File: config.mk
export PLATFORM = sky130hd
export DESIGN_NAME = sha256_message_digest_unit
export DESIGN_NICKNAME = d
export VERILOG_FILES = /design/src/rtl/sha256_pkg.sv /design/src/rtl/sha256_sched.sv /design/src/rtl/sha256_round.sv /design/src/rtl/sha256_message_digest_unit.sv
export SDC_FILE = /design/constraint.sdc
export NUM_CORES = 2
export LEC_CHECK = 0
export CAP_MARGIN = 20
export CORE_UTILIZATION = 45
export DETAILED_ROUTE_END_ITERATION = 7
export DONT_BUFFER_PORTS = 1
export PLACE_DENSITY = 0.62
export REMOVE_ABC_BUFFERS = 1
export SYNTH_ARGS = -nofsm -noshare
export SYNTH_HDL_FRONTEND = slang
export SYNTH_SLANG_ARGS = --single-unit
File: constraint.sdc
create_clock -name clk -period 15.8 [get_ports clk]
set_clock_uncertainty 0.2 [all_clocks]
set_input_delay 1.58 -clock clk [delete_from_list [all_inputs] [get_ports clk]]
set_output_delay 1.58 -clock clk [all_outputs]
set_load 0.05 [all_outputs]
File: src/rtl/sha256_pkg.sv
// ----------------------------------------------------------------------------
// SHA-256 package
// Shared constants, types and the rotate function of the digest unit.
// ----------------------------------------------------------------------------
package sha256_pkg;

    localparam int unsigned WORD_W = 32;

    typedef logic [WORD_W-1:0] word_t;

    typedef enum logic [2:0] {
        ST_IDLE,
        ST_ROUND,
        ST_ADD,
        ST_PAD,
        ST_EMIT
    } state_t;

    // one step request to the round unit
    typedef struct packed {
        logic start;   // load working vars from hash
        logic step;    // do one round
        logic fold;    // add working vars into hash
        logic init;    // restore initial hash
    } core_ctl_t;

    localparam word_t INIT_HASH [8] = '{
        32'h6a09e667, 32'hbb67ae85, 32'h3c6ef372, 32'ha54ff53a,
        32'h510e527f, 32'h9b05688c, 32'h1f83d9ab, 32'h5be0cd19
    };

    localparam word_t ROUND_K [64] = '{
        32'h428a2f98, 32'h71374491, 32'hb5c0fbcf, 32'he9b5dba5,
        32'h3956c25b, 32'h59f111f1, 32'h923f82a4, 32'hab1c5ed5,
        32'hd807aa98, 32'h12835b01, 32'h243185be, 32'h550c7dc3,
        32'h72be5d74, 32'h80deb1fe, 32'h9bdc06a7, 32'hc19bf174,
        32'he49b69c1, 32'hefbe4786, 32'h0fc19dc6, 32'h240ca1cc,
        32'h2de92c6f, 32'h4a7484aa, 32'h5cb0a9dc, 32'h76f988da,
        32'h983e5152, 32'ha831c66d, 32'hb00327c8, 32'hbf597fc7,
        32'hc6e00bf3, 32'hd5a79147, 32'h06ca6351, 32'h14292967,
        32'h27b70a85, 32'h2e1b2138, 32'h4d2c6dfc, 32'h53380d13,
        32'h650a7354, 32'h766a0abb, 32'h81c2c92e, 32'h92722c85,
        32'ha2bfe8a1, 32'ha81a664b, 32'hc24b8b70, 32'hc76c51a3,
        32'hd192e819, 32'hd6990624, 32'hf40e3585, 32'h106aa070,
        32'h19a4c116, 32'h1e376c08, 32'h2748774c, 32'h34b0bcb5,
        32'h391c0cb3, 32'h4ed8aa4a, 32'h5b9cca4f, 32'h682e6ff3,
        32'h748f82ee, 32'h78a5636f, 32'h84c87814, 32'h8cc70208,
        32'h90befffa, 32'ha4506ceb, 32'hbef9a3f7, 32'hc67178f2
    };

    function automatic word_t rotr(input word_t x, input int unsigned n);
        rotr = (x >> n) | (x << (WORD_W - n));
    endfunction

endpackage

File: src/rtl/sha256_sched.sv
// ----------------------------------------------------------------------------
// SHA-256 message schedule
// 16-word sliding window; gives W[t] and advances one word per round.
// ----------------------------------------------------------------------------
module sha256_sched
(
    input  logic                clk,
    input  logic                load,      // shift in a block word
    input  sha256_pkg::word_t   load_word,
    input  logic                advance,   // one round consumed
    output sha256_pkg::word_t   w_cur
);
    import sha256_pkg::*;

    word_t win_reg [16];
    word_t win_next [16];
    word_t s0;
    word_t s1;
    word_t w_new;

    assign s0    = rotr(win_reg[1], 7) ^ rotr(win_reg[1], 18) ^ (win_reg[1] >> 3);
    assign s1    = rotr(win_reg[14], 17) ^ rotr(win_reg[14], 19) ^ (win_reg[14] >> 10);
    assign w_new = s1 + win_reg[9] + s0 + win_reg[0];
    assign w_cur = win_reg[0];

    always_comb
    begin
        win_next = win_reg;
        if (load || advance)
        begin
            for (int i = 0; i < 15; i++)
            begin
                win_next[i] = win_reg[i+1];
            end
            win_next[15] = load ? load_word : w_new;
        end
    end

    always_ff @(posedge clk)
    begin
        win_reg <= win_next;
    end

endmodule

File: src/rtl/sha256_round.sv
// ----------------------------------------------------------------------------
// SHA-256 round unit
// One shared compression round per cycle while step is asserted, plus hash state and feed-forward.
// ----------------------------------------------------------------------------
module sha256_round
(
    input  logic                 clk,
    input  logic                 rst_n,
    input  sha256_pkg::core_ctl_t ctl,
    input  logic [5:0]           round_idx,
    input  sha256_pkg::word_t    w_cur,
    input  logic [2:0]           rd_idx,
    output sha256_pkg::word_t    rd_word
);
    import sha256_pkg::*;

    word_t hash_reg [8];
    word_t hash_next [8];
    word_t v_reg [8];
    word_t v_next [8];
    word_t t1;
    word_t t2;

    assign t1 = v_reg[7] + (rotr(v_reg[4], 6) ^ rotr(v_reg[4], 11) ^ rotr(v_reg[4], 25))
              + ((v_reg[4] & v_reg[5]) ^ (~v_reg[4] & v_reg[6]))
              + ROUND_K[round_idx] + w_cur;
    assign t2 = (rotr(v_reg[0], 2) ^ rotr(v_reg[0], 13) ^ rotr(v_reg[0], 22))
              + ((v_reg[0] & v_reg[1]) ^ (v_reg[0] & v_reg[2]) ^ (v_reg[1] & v_reg[2]));
    assign rd_word = hash_reg[rd_idx];

    always_comb
    begin
        v_next    = v_reg;
        hash_next = hash_reg;
        if (ctl.start)
        begin
            v_next = hash_reg;
        end
        else if (ctl.step)
        begin
            v_next[7] = v_reg[6];
            v_next[6] = v_reg[5];
            v_next[5] = v_reg[4];
            v_next[4] = v_reg[3] + t1;
            v_next[3] = v_reg[2];
            v_next[2] = v_reg[1];
            v_next[1] = v_reg[0];
            v_next[0] = t1 + t2;
        end
        if (ctl.fold)
        begin
            for (int i = 0; i < 8; i++)
            begin
                hash_next[i] = hash_reg[i] + v_reg[i];
            end
        end
        else if (ctl.init)
        begin
            hash_next = INIT_HASH;
        end
    end

    always_ff @(posedge clk or negedge rst_n)
    begin
        if (!rst_n)
        begin
            hash_reg <= INIT_HASH;
        end
        else
        begin
            hash_reg <= hash_next;
        end
    end

    always_ff @(posedge clk)
    begin
        v_reg <= v_next;
    end

endmodule

File: src/rtl/sha256_message_digest_unit.sv
// ----------------------------------------------------------------------------
// SHA-256 message digest unit
// Byte-stream SHA-256 engine with padding and eight-word digest output.
// ----------------------------------------------------------------------------
// Channel | Dir | tdata                 | tuser / tlast
// s_axis  | in  | [7:0] data_byte       | tuser = byte_present, tlast = end_of_message
// m_axis  | out | [31:0] digest_word    | tuser = word_index, tlast = last_word
//
// A byte that completes a 64-byte block holds the input through 16 schedule
// loads, 64 rounds and the feed-forward, all on the single shared round
// unit. End of message sweeps the pad bytes from the fill after the last
// byte to the end of the block, then compresses; a marker at byte 56..63,
// or a last byte that fills its block, adds one more sweep and block. Then
// eight output items. Reset clears hash, count and control; the block
// buffer is not cleared. A stalled output holds its item; no input is taken
// until the digest is fully delivered.
// ----------------------------------------------------------------------------
module sha256_message_digest_unit
(
    input  logic        clk,
    input  logic        rst_n,
    input  logic        s_axis_tvalid,
    output logic        s_axis_tready,
    input  logic [7:0]  s_axis_tdata,   // [7:0] data_byte
    input  logic        s_axis_tuser,   // [0] byte_present
    input  logic        s_axis_tlast,
    output logic        m_axis_tvalid,
    input  logic        m_axis_tready,
    output logic [31:0] m_axis_tdata,   // [31:0] digest_word
    output logic [2:0]  m_axis_tuser,   // [2:0] word_index
    output logic        m_axis_tlast
);
    import sha256_pkg::*;

    state_t      state_reg, state_next;
    logic [60:0] count_reg, count_next;
    logic [6:0]  cyc_reg, cyc_next;      // 0..15 load, 16..79 rounds
    logic        fin_reg, fin_next;      // finishing the message
    logic        second_reg, second_next; // length block still to go
    logic        padded_reg, padded_next; // block in flight is a padded one
    logic [2:0]  oidx_reg, oidx_next;
    word_t       buf_mem [16];           // block bytes, big-endian words
    word_t       buf_rd_reg;
    logic [5:0]  pad_idx_reg, pad_idx_next;
    logic [5:0]  fill;
    logic [5:0]  fill_after;
    core_ctl_t   ctl;
    logic        in_fire;
    logic        out_fire;
    logic        sched_load;
    logic        sched_adv;
    word_t       w_cur;
    word_t       load_word;
    word_t       hword;
    logic [5:0]  round_idx;
    logic [63:0] bit_len;
    logic [3:0]  lw;

    assign fill       = count_reg[5:0];
    assign fill_after = s_axis_tuser ? 6'(fill + 6'd1) : fill;
    assign in_fire    = s_axis_tvalid && s_axis_tready;
    assign out_fire   = m_axis_tvalid && m_axis_tready;
    assign bit_len    = {count_reg, 3'b000};
    assign lw         = cyc_reg[3:0];
    assign round_idx  = 6'(cyc_reg - 7'd16);

    // block word for schedule load; length words overlay bytes 56..63
    always_comb
    begin
        load_word = buf_rd_reg;
        if (padded_reg && !second_reg && lw == 4'd14)
        begin
            load_word = bit_len[63:32];
        end
        else if (padded_reg && !second_reg && lw == 4'd15)
        begin
            load_word = bit_len[31:0];
        end
    end

    // byte buffer: stream writes and padding sweep; word read registered at cyc_next
    always_ff @(posedge clk)
    begin
        if (state_reg == ST_IDLE && in_fire && s_axis_tuser)
        begin
            buf_mem[fill[5:2]][{~fill[1:0], 3'b000} +: 8] <= s_axis_tdata;
        end
        else if (state_reg == ST_PAD)
        begin
            // in the length-only block the marker lands under the length words
            buf_mem[pad_idx_reg[5:2]][{~pad_idx_reg[1:0], 3'b000} +: 8] <=
                (pad_idx_reg == fill) ? 8'h80 : 8'h00;
        end
        buf_rd_reg <= buf_mem[cyc_next[3:0]];
    end

    sha256_sched u_sched
    (
        .clk       (clk),
        .load      (sched_load),
        .load_word (load_word),
        .advance   (sched_adv),
        .w_cur     (w_cur)
    );

    sha256_round u_round
    (
        .clk       (clk),
        .rst_n     (rst_n),
        .ctl       (ctl),
        .round_idx (round_idx),
        .w_cur     (w_cur),
        .rd_idx    (oidx_reg),
        .rd_word   (hword)
    );

    // next state
    always_comb
    begin
        state_next   = state_reg;
        count_next   = count_reg;
        cyc_next     = cyc_reg;
        fin_next     = fin_reg;
        second_next  = second_reg;
        padded_next  = padded_reg;
        oidx_next    = oidx_reg;
        pad_idx_next = pad_idx_reg;
        case (state_reg)
            ST_IDLE:
            begin
                if (in_fire)
                begin
                    if (s_axis_tuser)
                    begin
                        count_next = count_reg + 61'd1;
                    end
                    cyc_next = '0;
                    if (s_axis_tlast)
                    begin
                        fin_next     = 1'b1;
                        state_next   = ST_PAD;
                        // pad sweep starts at the fill after this byte
                        pad_idx_next = fill_after;
                        second_next  = (fill_after >= 6'd56);
                        if (s_axis_tuser && fill == 6'd63)
                        begin
                            // full block first, then pad a fresh block
                            state_next = ST_ROUND;
                        end
                    end
                    else if (s_axis_tuser && fill == 6'd63)
                    begin
                        state_next = ST_ROUND;
                    end
                end
            end
            ST_PAD:
            begin
                pad_idx_next = pad_idx_reg + 6'd1;
                if (pad_idx_reg == 6'd63)
                begin
                    state_next  = ST_ROUND;
                    cyc_next    = '0;
                    padded_next = 1'b1;
                end
            end
            ST_ROUND:
            begin
                cyc_next = cyc_reg + 7'd1;
                if (cyc_reg == 7'd79)
                begin
                    state_next = ST_ADD;
                end
            end
            ST_ADD:
            begin
                padded_next = 1'b0;
                if (!fin_reg)
                begin
                    state_next = ST_IDLE;
                end
                else if (!padded_reg || second_reg)
                begin
                    // data block or marker block w/o length: pad one more
                    state_next   = ST_PAD;
                    second_next  = 1'b0;
                    pad_idx_next = '0;
                end
                else
                begin
                    state_next = ST_EMIT;
                    oidx_next  = '0;
                end
            end
            ST_EMIT:
            begin
                if (out_fire)
                begin
                    oidx_next = oidx_reg + 3'd1;
                    if (oidx_reg == 3'd7)
                    begin
                        state_next = ST_IDLE;
                        count_next = '0;
                        fin_next   = 1'b0;
                    end
                end
            end
            default:
            begin
                state_next = ST_IDLE;
            end
        endcase
    end

    // outputs / control
    always_comb
    begin
        ctl        = '0;
        sched_load = 1'b0;
        sched_adv  = 1'b0;
        s_axis_tready = 1'b0;
        m_axis_tvalid = 1'b0;
        case (state_reg)
            ST_IDLE:
            begin
                s_axis_tready = 1'b1;
            end
            ST_ROUND:
            begin
                if (cyc_reg < 7'd16)
                begin
                    sched_load = 1'b1;
                    ctl.start  = (cyc_reg == 7'd15);
                end
                else
                begin
                    ctl.step  = 1'b1;
                    sched_adv = 1'b1;
                end
            end
            ST_ADD:
            begin
                ctl.fold = 1'b1;
            end
            ST_EMIT:
            begin
                m_axis_tvalid = 1'b1;
                ctl.init      = out_fire && (oidx_reg == 3'd7);
            end
            default:
            begin
            end
        endcase
    end

    assign m_axis_tdata = hword;
    assign m_axis_tuser = oidx_reg;
    assign m_axis_tlast = (oidx_reg == 3'd7);

    always_ff @(posedge clk or negedge rst_n)
    begin
        if (!rst_n)
        begin
            state_reg   <= ST_IDLE;
            count_reg   <= '0;
            cyc_reg     <= '0;
            fin_reg     <= 1'b0;
            second_reg  <= 1'b0;
            padded_reg  <= 1'b0;
            oidx_reg    <= '0;
            pad_idx_reg <= '0;
        end
        else
        begin
            state_reg   <= state_next;
            count_reg   <= count_next;
            cyc_reg     <= cyc_next;
            fin_reg     <= fin_next;
            second_reg  <= second_next;
            padded_reg  <= padded_next;
            oidx_reg    <= oidx_next;
            pad_idx_reg <= pad_idx_next;
        end
    end

    // ---------------------------------------------------------------------
    // assertions
    // ---------------------------------------------------------------------
    a_no_in_while_busy: assert property (@(posedge clk) disable iff (!rst_n)
        (state_reg != ST_IDLE) |-> !s_axis_tready)
        else $error("input ready while busy");

    a_out_only_emit: assert property (@(posedge clk) disable iff (!rst_n)
        m_axis_tvalid |-> (state_reg == ST_EMIT))
        else $error("output valid outside emit");

    a_emit_hold: assert property (@(posedge clk) disable iff (!rst_n)
        (m_axis_tvalid && !m_axis_tready) |=> $stable(oidx_reg))
        else $error("output index moved while stalled");

    a_last_returns: assert property (@(posedge clk) disable iff (!rst_n)
        (out_fire && m_axis_tlast) |=> (state_reg == ST_IDLE && count_reg == '0))
        else $error("digest end did not return to idle");

endmodule

== After elaboration in Yosys (flattened, before gate mapping) ==
Memories as Yosys holds them, arrays and structs flattened. A register that Yosys moved wholly into a read port is not among the register bits.
Cells that the tools add are included.

* Register bits after elaboration: 1107
* RAM bits: 512
* ROM bits: 2048
* Bits of input ports: 14
* Output and inout port bits: 38
* Logic and storage cells: 234
* Memories kept: 2

* Add/subtract/negate cells: 26
* Magnitude comparators: 4
* Equal/unequal tests: 23
* Shifts and indexed selects: 4
* Multiplexer cells: 72
* Bitwise operators: 31
* Reduce and logical (&&, ||, !) cells: 31

{| class="wikitable"
|+ Memory list
! memory !! depth !! width !! read ports !! clocked after Yosys merged registers in !! wr ports !! line !! text
|-
| (no name shown) || 64 || 32 || 1 || 0 || 0 || sha256_round.sv:26 || <nowiki>+ ROUND_K[round_idx] + w_cur;</nowiki>
|-
| buf_mem || 16 || 32 || 1 || 1 || 1 || sha256_message_digest_unit.sv:42 || <nowiki>word_t buf_mem [16];</nowiki>
|}

{| class="wikitable"
|+ Operators by type and width
! kind !! number
|-
| $mux 256 || 4
|-
| $add 32x32->32 || 18
|-
| $mux 32 || 11
|-
| $xor 32x32->32 || 9
|-
| $mux 61 || 4
|-
| $and 32x32->32 || 5
|-
| $pmux 61 s2 || 1
|-
| $bmux 32 s3 || 1
|-
| $shift 8x7->32 const A || 2
|-
| $shiftx 8x7->32 || 2
|-
| $add 61x1->61 const B || 1
|-
| $mux 3 || 12
|-
| $not 32->32 || 1
|-
| $or 10x32->32 || 1
|-
| $or 13x32->32 || 1
|-
| $or 14x32->32 || 1
|-
| $or 15x32->32 || 1
|-
| $or 19x32->32 || 1
|-
| $or 21x32->32 || 1
|-
| $or 25x32->32 || 1
|-
| $or 26x32->32 || 1
|-
| $or 30x32->32 || 1
|-
| $or 7x32->32 || 1
|-
| $reduce_or 32->1 || 1
|-
| other kinds (47) || 109
|}

== Logic depth before layout (Yosys ltp) ==
* Depth after elaboration: 10
* Gate-level depth with buffers: 43
* Mapped depth without buffers: 40

== Cells and area by module ==
Synthesis repeated with hierarchy kept, for this count alone.

* Cells, all modules: 8454
* Area total of the unflattened synthesis: 95888.2 um^2

{| class="wikitable"
|+ Modules (own cells, without submodules)
! module !! instances !! cells an instance !! area each (um^2) !! seq. area each (um^2)
|-
| sha256_round || 1 || 4881 || 46121.7 || 14263.7
|-
| sha256_message_digest_unit || 1 || 2412 || 29283.1 || 18092.4
|-
| sha256_sched || 1 || 1161 || 20483.4 || 15374.7
|}

== Worst setup path after synthesis ==
OpenSTA, ideal clock, no wires.

* Kind: reg-to-reg
* From: register state_reg[1]
* To: register buf_rd_reg[10] (read register of buf_mem)
* Library setup time: 0.132 ns
* Arrival time: 14.760 ns
* Data required time: 15.468 ns
* Setup slack: 0.707 ns
* Cell stages (with the launch flop): 13
* Path buffers: 3
* Period minus slack after synthesis: 15.093 ns
* Cells stage by stage: dfrtp_1 -> nor2_1 -> nand2_1 -> clkinv_1 -> a21boi_1 -> inv_2 -> clkbuf_1 -> buf_2 -> buf_2 -> nand2_1 -> nand3_1 -> a311oi_1 -> a21oi_1

* Word-level cells in the longest chain between the ends: 5
* Elaborated cells on any way between the ends: 7
* Classes of those cells: eq/ne (2); mux (3); reduce/logical (2)

{| class="wikitable"
|+ Ends and longest elaborated chain
! what !! line !! text
|-
| start: declaration || sha256_message_digest_unit.sv:35 || <nowiki>state_t state_reg, state_next;</nowiki>
|-
| start signal: assignment || sha256_message_digest_unit.sv:275 || <nowiki>state_reg <= state_next;</nowiki>
|-
| $logic_not 3->1 || sha256_message_digest_unit.sv:128, sha256_message_digest_unit.sv:223 ||
|-
| $mux 1 || sha256_message_digest_unit.sv:223 || <nowiki>case (state_reg)</nowiki>
|-
| $logic_and 1x1->1 || sha256_message_digest_unit.sv:61 || <nowiki>assign in_fire = s_axis_tvalid && s_axis_tready;</nowiki>
|-
| $mux 7 || sha256_message_digest_unit.sv:131 || <nowiki>if (in_fire)</nowiki>
|-
| $pmux 7 s3 (*) || sha256_message_digest_unit.sv:128 || <nowiki>case (state_reg)</nowiki>
|-
| end: declaration || sha256_message_digest_unit.sv:43 || <nowiki>word_t buf_rd_reg;</nowiki>
|}

Every way passes the cells marked *; elsewhere a longest branch is shown, timed or not. The select of a mux whose other input is x is not followed.
A chain may end at the register's enable or synchronous reset.

==> results by group <==
Critical path
  – Most numerous cell on the critical path: inv_1
  – Crit path DAT: between 10000 and 15000 ps
  – Worst flop-to-flop path startpoint: cyc_reg[4]
  – WS Path Type: reg2reg
  – Slowest cell on crit path: ha_2
  – Peak per-stage delay on the critical path: 1030 ps
  – CP max FO: 62
  – Crit end category: flip-flop
  – Crit path launch type: flip-flop
  – Worst EP required: about 16000 ps
  – Setup crit start: cyc_reg[4]

GRT
  – Largest net degree at the start of global routing: 340
  – Total GRT Usage: roughly 27%
  – First-pass GRT wire length: ~410000 um
  – Vias in the first global route: 62300
  – Antenna violations before repair: 6
  – Global route overflow: 0

Clock network
  – H-tree levels: 4
  – CTS tree: built
  – CTS Sinks: approximately 1700
  – Clk pin slew, worst setup/hold paths: 60 ps
  – Post-CTS Setup Bufs: 0
  – Clk buf depth: 3
  – Clk_lat worst skew: 860 ps
  – Hold-fix buffers, CTS: 0
  – Post-CTS sizing: 0
  – Root Buffer Master: clkbuf_16
  – Cts bufs inserted: 181

Routing
  – DRC viols: 0
  – Routed Antenna Nets: 0
  – Vias: 65300
  – First DRT Iteration DRCs: 6679
  – Router iterations before antenna repair: 5
  – Drt total wl: approximately 280000 um
  – Vias per cell: 5.89
  – WL per Instance: 25.3 um

Hold path
  – Hold Path Class: reg2reg
  – HP Start: u_sched.win_reg[76]

Power
  – Leakage: between 30 and 40 nW
  – Combinational share of power: 0%
  – NetSw: 1.83 mW
  – PwrDens: between 80 and 90 nW/um2
  – Design Power: 8.82 mW
  – Int Power: 7.00 mW
  – Worst VDD drop: 109 uV
  – Clock group share of total power: 47.5%
  – Flop pwr share: 52.4%
  – Sw frac: about a fifth

Timing
  – Slew @ Worst Pin: between 1000 and 1500 ps
  – Relative slew slack: 19.5%
  – Fin. Hold Viols: 0
  – Slew Limit Fails: 0
  – Final setup viols: 0
  – Achievable Freq: 88.5 MHz
  – Crit share post-route: 71.5%
  – RSZ-0062 raised after global routing: false
  – Min Tclk post-route: 11300 ps

Finish
  – Proportion of layout cells with a drive suffix above 1: 8.24%
  – Max reg flops: 512
  – P&R area growth vs syn: 9.22%
  – Fin cells: 11100
  – Register Area: 47700 um2
  – Layout net count: 8879
  – Area of the multi-input gates: 41100 um2
  – Number of fill cells: 17900

Floorplan
  – Initial core utilization: a little under half
  – I/O pins: 52
  – Die W: between 400 and 500 um
  – Full die area: a little over 200000 um2
  – Chip height: ~450 um
  – Rows: 165
  – Core area: slightly above 200000 um2

Synth
  – Yosys reg bits: 1651
  – FFs w/ async S/R, synth: 20.5%
  – Count of cell types in the netlist: 94
  – Ys flop type: edfxtp_1
  – Synth warnings: 0
  – Syn Area/Cell: 10.9 um2
  – Number of flops mapped to enable cells by yosys: 1280
  – Seq/Total Area, Yosys: 52.2%
  – Syn Inst Count: 8427
  – Syn Std Cell Area: approximately 91000 um2

Placed design
  – Placer congestion estimate: 0.972
  – Post-Place Cells: 10700
  – PortBufs: 0
  – Dpl hpwl: between 150000 and 200000 um

Status
  – Outcome: completed

Flow run
  – # Max-Cap Violations: 0
[power groups by stage]
stage	logic, mW	registers, mW	clock network (mW)
global route	0.000770	4.63	4.42
CTS	0.000680	4.63	4.26
global placement	0.000679	4.72	0
detailed placement	0.000675	4.72	0
finish	0.000679	4.63	4.20
floorplan	0.000607	4.72	0
[stage by stage]
stage / utilization, % / TNS (ps) / worst slack (ps) / hold slack [ps] / area (um2)
floorplan: - / -2049460 / -18260 / 200 / 89800
global placement: 46.5 / 0 / 4750 / 200 / 94000
detailed placement: 46.5 / 0 / 4720 / 205 / 94000
CTS: 49.4 / 0 / 4700 / 195 / 99800
global route: 49.4 / 0 / 4010 / 216 / 99900
finish: 49.4 / 0 / 4500 / 205 / 99900
[worst max-delay path, delay by kind of cell (launching register included)]
| family | cells | cell delay (ps) |
|---|---|---|
| simple gates | 4 | 730 |
| xor+xnor | 2 | 410 |
| flops | 1 | 640 |
| compound gates | 14 | 3730 |
| buf+inv | 8 | 1750 |
| fa+ha+maj | 8 | 3450 |
[path summary, 6_finish.rpt]
check	endpoint	slack, ps	depth (start not counted)
max in group asynchronous	cyc_reg[2]	14060	0
worst min register to register	u_sched.win_reg[108]	210	0
min in group asynchronous	u_round.hash_reg[190]	290	0
worst max-delay path	u_round.v_reg[252]	4500	36
worst min-delay path	u_sched.win_reg[108]	210	0
worst max register to register	u_round.v_reg[252]	4500	36
[layer usage]
layer  GRT usage (%)  part of all wire (%)  vias to the layer above
li1                -                     -                    30000
met1            38.6                    44                    32400
met2            41.4                    45                     2413
met3            4.60                   7.2                      465
met4            9.77                   3.6                        2
met5               0                0.0046                        -
[area by class of cell]
type | count | share of cell area (%)
repair buffers | 94 | 0.792
clock inverters | 97 | 0.923
well taps | 2672 | 3.35
flip-flops and latches | 1651 | 47.8
clock buffers | 242 | 4.92
multi-input cells | 6059 | 41.2
inverters | 280 | 1.07
diodes | 1 | 0.00250
[cells by family after synthesis]
group           synth area share [%]
simple gates                    13.2
mux                             2.88
compound gates                  12.7
buf+inv                         3.01
flops                           52.2
xor+xnor                        5.97
fa+ha+maj                       10.0
[cells in the final DEF (no fill, tap or decap), types with 21 or more instances in the layout]
master	synthesis	final
a211oi_1	59	59
a21o_1	186	186
a21oi_1	539	538
a311oi_1	113	113
a31oi_1	97	97
and2_1	47	47
and3_1	107	105
buf_4	8	83
clkbuf_1	370	46
clkbuf_16	0	182
clkinv_1	3	30
clkinv_2	0	31
dfrtp_1	203	197
dfstp_2	136	136
dfxtp_1	32	32
edfxtp_1	1280	1280
fa_1	195	195
ha_1	403	402
inv_1	275	273
maj3_1	21	21
mux2_2	56	56
mux2i_1	52	52
mux4_2	66	66
nand2_1	1507	1505
nand2b_1	65	65
nand3_1	263	261
nand4_1	39	39
nor2_1	501	498
nor2b_1	35	35
nor3_1	119	116
o211ai_1	61	61
o21a_1	58	58
o21ai_0	455	454
o21bai_1	45	45
o31ai_1	32	32
or2_2	24	24
or3_1	46	46
xnor2_1	384	384
xor2_1	234	234
[cell usage after synthesis, drive strengths merged (97+ instances only)]
cell type / number / area [um2]
nand2: 1507 / 5660
xnor2: 384 / 3360
a31oi: 97 / 607
nor3: 119 / 596
fa: 195 / 3900
and3: 107 / 669
edfxtp: 1280 / 38400
clkbuf: 370 / 1390
xor2: 234 / 2050
nor2: 502 / 1890
inv: 277 / 1040
a21oi: 540 / 2710
a311oi: 113 / 990
dfrtp: 203 / 5080
a21o: 186 / 1400
nand3: 263 / 1320
o21ai: 463 / 2320
ha: 403 / 5040
dfstp: 136 / 3570
(Power assumes the default switching activity.)
